`src/rtl/assert_macros.svh`:
```
// assertion macros used by the event queue top
`ifndef ASSERT_MACROS_SVH
`define ASSERT_MACROS_SVH
`ifndef SYNTHESIS
`define WMEQ_ASSERT(label, clk, rst_n, prop, msg) \
  label: assert property (@(posedge clk) disable iff (!rst_n) (prop)) else $error(msg);
`define WMEQ_ASSERT_NEVER(label, clk, rst_n, prop, msg) \
  label: assert property (@(posedge clk) disable iff (!rst_n) not (prop)) else $error(msg);
`else
`define WMEQ_ASSERT(label, clk, rst_n, prop, msg)
`define WMEQ_ASSERT_NEVER(label, clk, rst_n, prop, msg)
`endif
`endif

```
`src/rtl/wmeq_pkg.sv`:
```
// types and codes shared by the event queue modules
package wmeq_pkg;

  typedef enum logic [2:0] {
    OP_APPEND     = 3'd0,
    OP_FIND_FIRST = 3'd1,
    OP_FIND_LAST  = 3'd2,
    OP_REMOVE_POS = 3'd3,
    OP_REMOVE_ALL = 3'd4
  } op_e;

  typedef enum logic [1:0] {
    STAT_DONE      = 2'd0,
    STAT_NO_MATCH  = 2'd1,
    STAT_FULL      = 2'd2,
    STAT_POS_EMPTY = 2'd3
  } status_e;

  typedef enum logic [1:0] {
    S_IDLE,
    S_SCAN,
    S_EMIT
  } state_e;

  typedef struct packed {
    logic [1:0]  queue;
    logic [1:0]  etype;
    logic [31:0] play_from;
    logic [31:0] play_to;
    logic [31:0] buf_offset;
    logic [15:0] id;
  } entry_t;

  typedef struct packed {
    logic shift;
    logic load;
  } cell_ctrl_t;

  localparam int unsigned InDataW  = 104;
  localparam int unsigned OutDataW = 128;

endpackage

```
`src/rtl/wmeq_cell.sv`:
```
// one queue slot: holds an entry, takes its right neighbor or a loaded entry
module wmeq_cell (
  input  logic                clk_i,
  input  wmeq_pkg::cell_ctrl_t ctrl_i,
  input  wmeq_pkg::entry_t    load_i,
  input  wmeq_pkg::entry_t    right_i,
  output wmeq_pkg::entry_t    entry_o
);

  wmeq_pkg::entry_t entry_q, entry_d;

  always_comb begin
    entry_d = entry_q;
    if (ctrl_i.load) begin
      entry_d = load_i;
    end else if (ctrl_i.shift) begin
      entry_d = right_i;
    end
  end

  always_ff @(posedge clk_i) begin
    entry_q <= entry_d;
  end

  assign entry_o = entry_q;

endmodule

```
`src/rtl/wildcard_match_event_queue.sv`:
```
// event queue top: slot chain, scan sequencer and output register
// append and rejected requests go from accept to the emit state; search and remove
// requests pass first through the scan: the chain rotates one slot past the head
//   per cycle over every live entry, matching and compacting as it goes
// the result goes to the output register when free; only then is a request taken
// reset empties the queue and clears the id counter; slot contents are not cleared
`include "assert_macros.svh"
module wildcard_match_event_queue #(
  parameter int QUEUE_DEPTH = 16
) (
  input  logic                            clk_i,
  input  logic                            rst_ni,
  input  logic                            s_axis_tvalid,
  output logic                            s_axis_tready,
  // event_queue, event_type, play_from, play_to, buf_offset, position
  input  logic [wmeq_pkg::InDataW-1:0]    s_axis_tdata,
  // operation
  input  logic [2:0]                      s_axis_tuser,
  output logic                            m_axis_tvalid,
  input  logic                            m_axis_tready,
  // found_position, found_id, found_queue, found_type, found_play_from,
  // found_play_to, found_buf_offset, fill_level, zero pad
  output logic [wmeq_pkg::OutDataW-1:0]   m_axis_tdata,
  // status
  output logic [1:0]                      m_axis_tuser
);

  localparam int IDX_W = (QUEUE_DEPTH > 1) ? $clog2(QUEUE_DEPTH) : 1;
  localparam int CNT_W = $clog2(QUEUE_DEPTH + 1);

  wmeq_pkg::state_e  state_q, state_d;
  logic [CNT_W-1:0]  occ_q, occ_d;
  logic [15:0]       next_id_q, next_id_d;
  wmeq_pkg::op_e     op_q, op_d;
  logic [1:0]        req_queue_q, req_queue_d;
  logic [1:0]        req_type_q, req_type_d;
  logic [3:0]        pos_q, pos_d;
  logic [IDX_W-1:0]  idx_q, idx_d;
  logic [CNT_W-1:0]  left_q, left_d;
  logic              hit_q, hit_d;
  wmeq_pkg::status_e res_status_q, res_status_d;
  logic [3:0]        res_pos_q, res_pos_d;
  wmeq_pkg::entry_t  res_entry_q, res_entry_d;

  logic              out_valid_q;
  wmeq_pkg::status_e out_status_q;
  logic [3:0]        out_pos_q;
  wmeq_pkg::entry_t  out_entry_q;
  logic [4:0]        out_fill_q;

  logic              accept;
  logic              start_scan;
  logic              append_load;
  logic              scan_step;
  logic              scan_keep;
  logic              emit;
  logic              head_match;
  logic              rm_now;
  logic              cap_now;
  wmeq_pkg::op_e     in_op;
  wmeq_pkg::entry_t  in_entry;
  wmeq_pkg::entry_t  load_entry;
  wmeq_pkg::entry_t  head;
  wmeq_pkg::entry_t  cell_out [QUEUE_DEPTH];
  wmeq_pkg::cell_ctrl_t cell_ctrl [QUEUE_DEPTH];

  // input beat unpacking
  assign in_op                 = wmeq_pkg::op_e'(s_axis_tuser);
  assign in_entry.queue        = s_axis_tdata[1:0];
  assign in_entry.etype        = s_axis_tdata[3:2];
  assign in_entry.play_from    = s_axis_tdata[35:4];
  assign in_entry.play_to      = s_axis_tdata[67:36];
  assign in_entry.buf_offset   = s_axis_tdata[99:68];
  assign in_entry.id           = next_id_q;

  assign s_axis_tready = (state_q == wmeq_pkg::S_IDLE);
  assign accept        = s_axis_tvalid && s_axis_tready;

  // slot chain, head at cell 0
  assign head       = cell_out[0];
  assign load_entry = (state_q == wmeq_pkg::S_IDLE) ? in_entry : head;

  for (genvar k = 0; k < QUEUE_DEPTH; k++) begin : g_cell
    wmeq_pkg::entry_t right;
    if (k == QUEUE_DEPTH - 1) begin : g_last
      assign right = cell_out[k];
    end else begin : g_mid
      assign right = cell_out[k+1];
    end
    // kept head goes back in at the current live tail
    assign cell_ctrl[k].shift = scan_step;
    assign cell_ctrl[k].load  = (append_load && occ_q == CNT_W'(k)) ||
                                (scan_step && scan_keep && occ_q == CNT_W'(k + 1));
    wmeq_cell u_cell (
      .clk_i   (clk_i),
      .ctrl_i  (cell_ctrl[k]),
      .load_i  (load_entry),
      .right_i (right),
      .entry_o (cell_out[k])
    );
  end

  assign head_match = (req_queue_q == 2'd0 || head.queue == req_queue_q) &&
                      (req_type_q == 2'd0 || head.etype == req_type_q);

  always_comb begin
    rm_now  = 1'b0;
    cap_now = 1'b0;
    case (op_q)
      wmeq_pkg::OP_FIND_FIRST: cap_now = head_match && !hit_q;
      wmeq_pkg::OP_FIND_LAST:  cap_now = head_match;
      wmeq_pkg::OP_REMOVE_POS: begin
        rm_now  = (32'(idx_q) == 32'(pos_q));
        cap_now = rm_now;
      end
      wmeq_pkg::OP_REMOVE_ALL: begin
        rm_now  = head_match;
        cap_now = head_match && !hit_q;
      end
      default: ;
    endcase
  end

  // next state
  always_comb begin
    state_d = state_q;
    case (state_q)
      wmeq_pkg::S_IDLE: begin
        if (accept) begin
          state_d = start_scan ? wmeq_pkg::S_SCAN : wmeq_pkg::S_EMIT;
        end
      end
      wmeq_pkg::S_SCAN: begin
        if (left_q == CNT_W'(1)) begin
          state_d = wmeq_pkg::S_EMIT;
        end
      end
      wmeq_pkg::S_EMIT: begin
        if (emit) begin
          state_d = wmeq_pkg::S_IDLE;
        end
      end
      default: state_d = wmeq_pkg::S_IDLE;
    endcase
  end

  // datapath control per state
  always_comb begin
    occ_d        = occ_q;
    next_id_d    = next_id_q;
    op_d         = op_q;
    req_queue_d  = req_queue_q;
    req_type_d   = req_type_q;
    pos_d        = pos_q;
    idx_d        = idx_q;
    left_d       = left_q;
    hit_d        = hit_q;
    res_status_d = res_status_q;
    res_pos_d    = res_pos_q;
    res_entry_d  = res_entry_q;
    start_scan   = 1'b0;
    append_load  = 1'b0;
    scan_step    = 1'b0;
    scan_keep    = 1'b0;
    emit         = 1'b0;
    case (state_q)
      wmeq_pkg::S_IDLE: begin
        if (accept) begin
          op_d         = in_op;
          req_queue_d  = in_entry.queue;
          req_type_d   = in_entry.etype;
          pos_d        = s_axis_tdata[103:100];
          idx_d        = '0;
          left_d       = occ_q;
          hit_d        = 1'b0;
          res_status_d = wmeq_pkg::STAT_NO_MATCH;
          case (in_op)
            wmeq_pkg::OP_APPEND: begin
              if (occ_q == CNT_W'(QUEUE_DEPTH)) begin
                res_status_d = wmeq_pkg::STAT_FULL;
              end else begin
                append_load  = 1'b1;
                occ_d        = occ_q + 1'b1;
                next_id_d    = next_id_q + 16'd1;
                res_status_d = wmeq_pkg::STAT_DONE;
                res_pos_d    = 4'(occ_q);
                res_entry_d  = in_entry;
              end
            end
            wmeq_pkg::OP_FIND_FIRST, wmeq_pkg::OP_FIND_LAST,
            wmeq_pkg::OP_REMOVE_ALL: begin
              start_scan = (occ_q != '0);
            end
            wmeq_pkg::OP_REMOVE_POS: begin
              if (32'(s_axis_tdata[103:100]) < 32'(occ_q)) begin
                start_scan = 1'b1;
              end else begin
                res_status_d = wmeq_pkg::STAT_POS_EMPTY;
              end
            end
            default: ;
          endcase
        end
      end
      wmeq_pkg::S_SCAN: begin
        scan_step = 1'b1;
        scan_keep = !rm_now;
        if (rm_now) begin
          occ_d = occ_q - 1'b1;
        end
        if (cap_now) begin
          hit_d        = 1'b1;
          res_status_d = wmeq_pkg::STAT_DONE;
          res_pos_d    = 4'(idx_q);
          res_entry_d  = head;
        end
        idx_d  = idx_q + 1'b1;
        left_d = left_q - 1'b1;
      end
      wmeq_pkg::S_EMIT: begin
        emit = !out_valid_q || m_axis_tready;
      end
      default: ;
    endcase
  end

  always_ff @(posedge clk_i or negedge rst_ni) begin
    if (!rst_ni) begin
      state_q   <= wmeq_pkg::S_IDLE;
      occ_q     <= '0;
      next_id_q <= '0;
      left_q    <= '0;
      hit_q     <= 1'b0;
    end else begin
      state_q   <= state_d;
      occ_q     <= occ_d;
      next_id_q <= next_id_d;
      left_q    <= left_d;
      hit_q     <= hit_d;
    end
  end

  always_ff @(posedge clk_i) begin
    op_q         <= op_d;
    req_queue_q  <= req_queue_d;
    req_type_q   <= req_type_d;
    pos_q        <= pos_d;
    idx_q        <= idx_d;
    res_status_q <= res_status_d;
    res_pos_q    <= res_pos_d;
    res_entry_q  <= res_entry_d;
  end

  // output register, holds the result beat until taken
  always_ff @(posedge clk_i or negedge rst_ni) begin
    if (!rst_ni) begin
      out_valid_q <= 1'b0;
    end else if (emit) begin
      out_valid_q <= 1'b1;
    end else if (m_axis_tready) begin
      out_valid_q <= 1'b0;
    end
  end

  always_ff @(posedge clk_i) begin
    if (emit) begin
      out_status_q <= res_status_q;
      out_fill_q   <= 5'(occ_q);
      if (res_status_q == wmeq_pkg::STAT_DONE) begin
        out_pos_q   <= res_pos_q;
        out_entry_q <= res_entry_q;
      end else begin
        out_pos_q   <= '0;
        out_entry_q <= '0;
      end
    end
  end

  assign m_axis_tvalid = out_valid_q;
  assign m_axis_tuser  = out_status_q;
  assign m_axis_tdata  = {3'b000, out_fill_q, out_entry_q.buf_offset,
                          out_entry_q.play_to, out_entry_q.play_from,
                          out_entry_q.etype, out_entry_q.queue, out_entry_q.id, out_pos_q};

  `WMEQ_ASSERT_NEVER(a_occ_bound, clk_i, rst_ni, 32'(occ_q) > QUEUE_DEPTH, "occupancy above depth")
  `WMEQ_ASSERT(a_append_grows, clk_i, rst_ni, append_load |=> occ_q == $past(occ_q) + 1'b1, "append lost")
  `WMEQ_ASSERT(a_scan_shrinks, clk_i, rst_ni, scan_step |=> occ_q <= $past(occ_q), "scan grew queue")
  `WMEQ_ASSERT(a_scan_live, clk_i, rst_ni, (state_q == wmeq_pkg::S_SCAN) |-> (left_q != '0), "empty scan")

endmodule
```
`config.mk`:
```
export PLATFORM = sky130hd
export DESIGN_NAME = wildcard_match_event_queue
export DESIGN_NICKNAME = d
export VERILOG_FILES = /design/src/rtl/wmeq_pkg.sv /design/src/rtl/wmeq_cell.sv /design/src/rtl/wildcard_match_event_queue.sv
export VERILOG_INCLUDE_DIRS = /design/src /design/src/rtl
export SDC_FILE = /design/constraint.sdc
export NUM_CORES = 2
export LEC_CHECK = 0
export BUFFER_PORTS_ARGS = -buffer_cell sky130_fd_sc_hd__buf_2
export CORE_ASPECT_RATIO = 0.8
export CORE_UTILIZATION = 55
export CTS_CLUSTER_SIZE = 30
export DETAILED_ROUTE_END_ITERATION = 8
export PLACE_DENSITY = 0.74
export SYNTH_ARGS = -nofsm -noshare
export SYNTH_HDL_FRONTEND = slang
export SYNTH_SLANG_ARGS = --single-unit
```
`constraint.sdc`:
```
create_clock -name clk_i -period 10.6 [get_ports clk_i]
set_input_delay 2.12 -clock clk_i [delete_from_list [all_inputs] [get_ports clk_i]]
set_output_delay 2.12 -clock clk_i [all_outputs]
set_load 0.02 [all_outputs]
```
Word-level counts from Yosys, hierarchy flattened
Index checks and enable logic that the tools add are counted.

storage, ports and cells
  bits in registers = 2150
  input bits = 111
  word-level logic and storage cells = 338

operators by class
  $add $sub $neg = 5
  $lt $le $gt $ge = 1
  equal/unequal tests = 37
  multiplexer cells = 79
  bitwise gates (word level) = 1
  reduce and logical (&&, ||, !) cells = 91

operators by type and width
  operator                                          count
  2-to-1 mux 116 bit                                35
  case mux 116 bit (2 select lines)                 1
  == test 5 x 4 -> 1 bit, second input constant     8
  logical AND 1 bit                                 36
  nonzero test 2 bit                                17
  2-to-1 mux 5 bit                                  5
  == test 5 x 3 -> 1 bit, second input constant     4
  2-to-1 mux 4 bit                                  5
  case mux 5 bit (2 select lines)                   2
  logical OR 1 bit                                  19
  adder 16 x 1 -> 16 bit, second input constant     1
  2-to-1 mux 2 bit                                  8
  case mux 4 bit (2 select lines)                   2
  2-to-1 mux 1 bit                                  14
  == test 3 x 2 -> 1 bit, second input constant     4
  == test 5 x 1 -> 1 bit, second input constant     2
  == test 5 x 2 -> 1 bit, second input constant     2
  != test 2 bit, second input constant              5
  AND reduction 5 bit                               2
  subtractor 5 x 1 -> 5 bit, second input constant  2
  logical NOT 2 bit                                 4
  case mux 2 bit (2 select lines)                   2
  == test 3 x 1 -> 1 bit, second input constant     2
  == test 3 bit, second input constant              2
  other kinds (22)                                  30

Logic depth before layout (Yosys ltp)
  word-level depth = 10
  depth in mapped cells = 11
  depth with buffers taken out = 8

Hierarchy
A second synthesis with hierarchy kept.

unflattened totals
  cells, all modules = 5085
  area, all modules = 93624.8 um^2

by module, submodules not included
  module                      instances  cells an instance  area an instance (um^2)  seq. area each (um^2)
  wmeq_cell                   16         246                5001.0                   3483.3
  wildcard_match_event_queue  1          1149               13608.1                  8678.3

Worst setup path after synthesis
No wires, ideal clock.

  path type = input -> register
  start point = input s_axis_tuser[1]
  end point = register g_cell[14].u_cell.entry_q, in the netlist g_cell[14].u_cell.entry_o[0] (enable)
  data arrival time = 11.054 ns
  path slack = -1.205 ns
  cell stages on the path = 5
  path buffers = 1
  cells stage by stage = nor3_1 and4_1 clkbuf_2 nand2_2 o21ai_0

on the way
  word-level cells in the longest chain between the ends = 7

RTL lines
  item                                 line                               source
  start: declaration                   wildcard_match_event_queue.sv:18   input logic [2:0] s_axis_tuser,
  logical NOT 3 bit                    wildcard_match_event_queue.sv:177  case (in_op)
  2-to-1 mux 1 bit                     wildcard_match_event_queue.sv:177
  2-to-1 mux 1 bit                     wildcard_match_event_queue.sv:168  if (accept) begin
  2-to-1 mux 1 bit                     wildcard_match_event_queue.sv:166  case (state_q)
  logical AND 1 bit                    wildcard_match_event_queue.sv:92   assign cell_ctrl[k].load = (append_load && occ_q == CNT_W'(k)) ||
  logical OR 1 bit                     wildcard_match_event_queue.sv:92
  nonzero test 2 bit (no source line)  n/a
  end signal: assignment               wmeq_cell.sv:22                    entry_q <= entry_d;
  end: declaration                     wmeq_cell.sv:10                    wmeq_pkg::entry_t entry_q, entry_d;

No other way between the ends.
A chain may end at the register's enable or synchronous reset.

Worst setup path in the final report
  start point = input s_axis_tuser[1]
  end point = register g_cell[13].u_cell.entry_q, in the netlist g_cell[13].u_cell.entry_o[56] (enable)

on the way
  word-level cells in the longest chain between the ends = 7

RTL lines
  item                                 line
  logical NOT 3 bit                    wildcard_match_event_queue.sv:177
  2-to-1 mux 1 bit                     wildcard_match_event_queue.sv:177
  2-to-1 mux 1 bit                     wildcard_match_event_queue.sv:168
  2-to-1 mux 1 bit                     wildcard_match_event_queue.sv:166
  logical AND 1 bit                    wildcard_match_event_queue.sv:92
  logical OR 1 bit                     wildcard_match_event_queue.sv:92
  nonzero test 2 bit (no source line)  n/a
  end signal: assignment               wmeq_cell.sv:22
  end: declaration                     wmeq_cell.sv:10

No other way between the ends.

==> metrics.txt <==
status completed; Seq/Total Area, Yosys 0.710; aggregate global-route resource usage 0.215; actual slew at the worst max-slew pin 1.27 ns; Synth cell types 56; final WL 179000 um; fin area 99800 sq um; vias per cell 5.87; nets 5354; DR WL/cell 23.7 um; largest family of logic cells by synthesized area multiplexers; Remaining Overflow, GRT 0; Peak VDD IR 0.000237 V; adder-cell share of the synthesized area 0.00190; clock root cell clkbuf_16; Post-synth ARST share 0.0140; power density cells 261 nW/um^2; clock slew at reported path FFs 0.06 ns; Startpoint Class input pin; endpoints failing setup 0; port buffer count 239; total power 26.0 mW; CTS resizes 0; core area 163000 sq um; Max Cap Viol 0; predominant post-synthesis flop cell edfxtp_1; total CTS buffers 202; Sw Pwr 7.72 mW; TritonRoute pass-1 iters 5; Final Max Slew Viols 0; Int Pwr 18.3 mW; worst min-delay path class reg2reg; Leakage 33.1 nW; RSZ-0062 raised after global routing false; pin count of the biggest net entering global routing 118; Clock Sinks 2150; Reg area 64400 sq um; Layout Area Growth over Synthesis 10.1%; Setup Fix Bufs, Post-CTS 0; Vias 44200; layout cells sized above 1 0.448; Crit Path Class in2reg; part of the power in the clock network 0.262; initial antenna violation count 1; Synth Instances 5084; Slew HR 0.154; chip width 456 um; Die H 365 um; Post-synth EDFFs 2120; H-tree Lvls 4; mux contribution to synthesized area 0.230; number of synthesized register bits 2150; Placement Cell Area 93700 sq um; period utilization 0.554; worst-path maximum fanout 117; combinational share of power 0.228; Fin Clk Skew 0.0310 ns; fill count 11400; Ports 243; CTS Hold Bufs 0; Setup TNS 0 ns; CP endpoint kind register; Compound-Gate Fraction of Synth Area 0.00530; post-synthesis xor/xnor area fraction 0.00251; DP HPWL 103000 um; vias in the first global route 44700; DRC Markers 0; Reg power frac 0.510; FMAX 170 MHz; Post-Syn Area 90700 sq um; final critical-path required period 5.87 ns; Final Hold Fails 0; first-pass GRT wire length 276000 um; crit path DAT 6.30 ns; YS warnings 0; Post-Synth Simple-Gate Area 0.0299; Finished Core Util 0.613; CTS tree built; clock latency at the later pin of the worst-skew pair 0.82 ns; initial DRC count 3467; Max clock buf depth 3; Initial Util 0.557; Routed Antenna Nets 0; syn_area_per_cell 17.8 sq um; Final Wtd Congestion 0.793; area of the multi-input gates 24700 sq um; required time of the worst setup path 11.03 ns; Rows 132; net switching share of the total power 0.296; die area 167000 sq um
## final cells by class
cell class,count,area share
Sequential cell,2150,0.645
Timing Repair Buffer,303,0.0179
Multi-Input combinational cell,2560,0.248
Antenna cell,3,0.0000752
Tap cell,2144,0.0269
Inverter,13,0.000489
Clock buffer,261,0.0544
Clock inverter,104,0.00731
## path summary, 6_finish.rpt
kind,from,to,slack [ns],depth (start not counted)
min in group asynchronous,rst_ni,left_q[4]$_DFFE_PN0P_,1.41,1
worst min register to register,next_id_q[15]$_DFFE_PN0P_,next_id_q[15]$_DFFE_PN0P_,0.51,1
worst max register to register,state_q[0]$_DFFE_PN0P_,g_cell[7].u_cell.entry_o[82]$_DFFE_PP_,4.95,7
worst min-delay path,next_id_q[15]$_DFFE_PN0P_,next_id_q[15]$_DFFE_PN0P_,0.51,1
max in group asynchronous,rst_ni,next_id_q[8]$_DFFE_PN0P_,8.61,1
worst max-delay path,s_axis_tuser[1],g_cell[13].u_cell.entry_o[56]$_DFFE_PP_,4.73,8
## cell usage after synthesis (2+ instances only)
library cell,count,area [sq um]
edfxtp_1,2120,63700
mux2_2,1796,20200
nand2_1,392,1470
clkbuf_1,157,589
buf_2,148,741
and2_1,122,763
mux2_1,59,664
buf_4,37,278
dfrtp_1,30,751
nor2_1,24,90.1
xnor2_1,22,193
o21ai_0,14,70.1
ha_1,13,163
inv_1,12,45.0
nand3_1,12,60.1
buf_6,11,124
or2_2,11,68.8
nand4_1,10,62.6
buf_1,9,33.8
a21oi_1,8,40.0
a21oi_2,8,70.1
and3_1,6,37.5
nand2b_1,6,37.5
a21boi_0,4,30.0
nor2b_1,4,25.0
nor3_1,4,20.0
o22ai_1,4,25.0
xor2_1,4,35.0
o22ai_2,3,37.5
a31oi_1,2,12.5
a32o_1,2,20.0
and4_1,2,17.5
nor4_1,2,12.5
o211ai_2,2,25.0
o22a_1,2,17.5
o32ai_1,2,17.5
## cells in the final DEF, fill, tap and decap left out, types with 22 or more instances in the layout
cell type,Yosys,final
mux2_2,1796,1796
and2_1,122,122
clkbuf_1,157,48
clkinv_1,1,44
mux2_1,59,59
clkinv_2,0,43
xnor2_1,22,22
edfxtp_1,2120,2120
dfrtp_1,30,30
buf_2,148,239
buf_4,37,55
nand2_1,392,389
clkbuf_16,0,206
## layer usage
layer  GRT usage  part of all wire  wire [um]  up-vias
met5           0                 0          0        -
met4      0.0445             0.015       2770        0
met3      0.0314             0.051       9040      223
met2       0.348              0.48      85200     1150
met1       0.313              0.46      81800    23200
li1            -                 -          -    19700
## power by group through the flow
| stage | combinational, mW | clock [mW] | sequential (mW) |
|---|---|---|---|
| after CTS | 5.99 | 6.94 | 13.3 |
| after floorplan | 3.84 | 0 | 13.6 |
| after detailed placement | 5.95 | 0 | 13.5 |
| final | 5.94 | 6.82 | 13.3 |
| after global placement | 5.78 | 0 | 13.4 |
| after global routing | 6.43 | 7.27 | 13.5 |
## worst max-delay path, stage by stage
cell and delay [ns]:
buf_2 0.13, nor3_1 0.43, and4_1 0.49, nand2_1 0.33
a21oi_4 0.23, buf_12 0.50, or2_4 0.92, buf_4 0.84
## flip-flops by register name, summed over array words and instances, names as in the netlist, 5 cells and up
register,count
g_cell.u_cell.entry_o,1856
m_axis_tdata,116
res_entry_q,116
next_id_q,16
left_q,5
occ_q,5
out_fill_q,5
## metrics by stage
step                hold slack (ns)  setup WS (ns)  cells
floorplan                     0.420          0.436   5086
global placement              0.481           3.97   7170
detailed placement            0.487           3.93   7170
CTS                           0.498           4.80   7535
global route                  0.519           4.54   7535
finish                        0.505           4.73   7538
## kinds of logic after synthesis
| kind of cell | count (synthesis) |
|---|---|
| XOR/XNOR | 26 |
| AND/OR/NAND/NOR | 598 |
| buffers and inverters | 376 |
| adder cells (fa/ha/maj) | 14 |
| other | 1 |
| AO/OA/AOI/OAI | 63 |
| flip-flops | 2150 |
| multiplexers | 1856 |
Power figures use the tool's default switching activity.
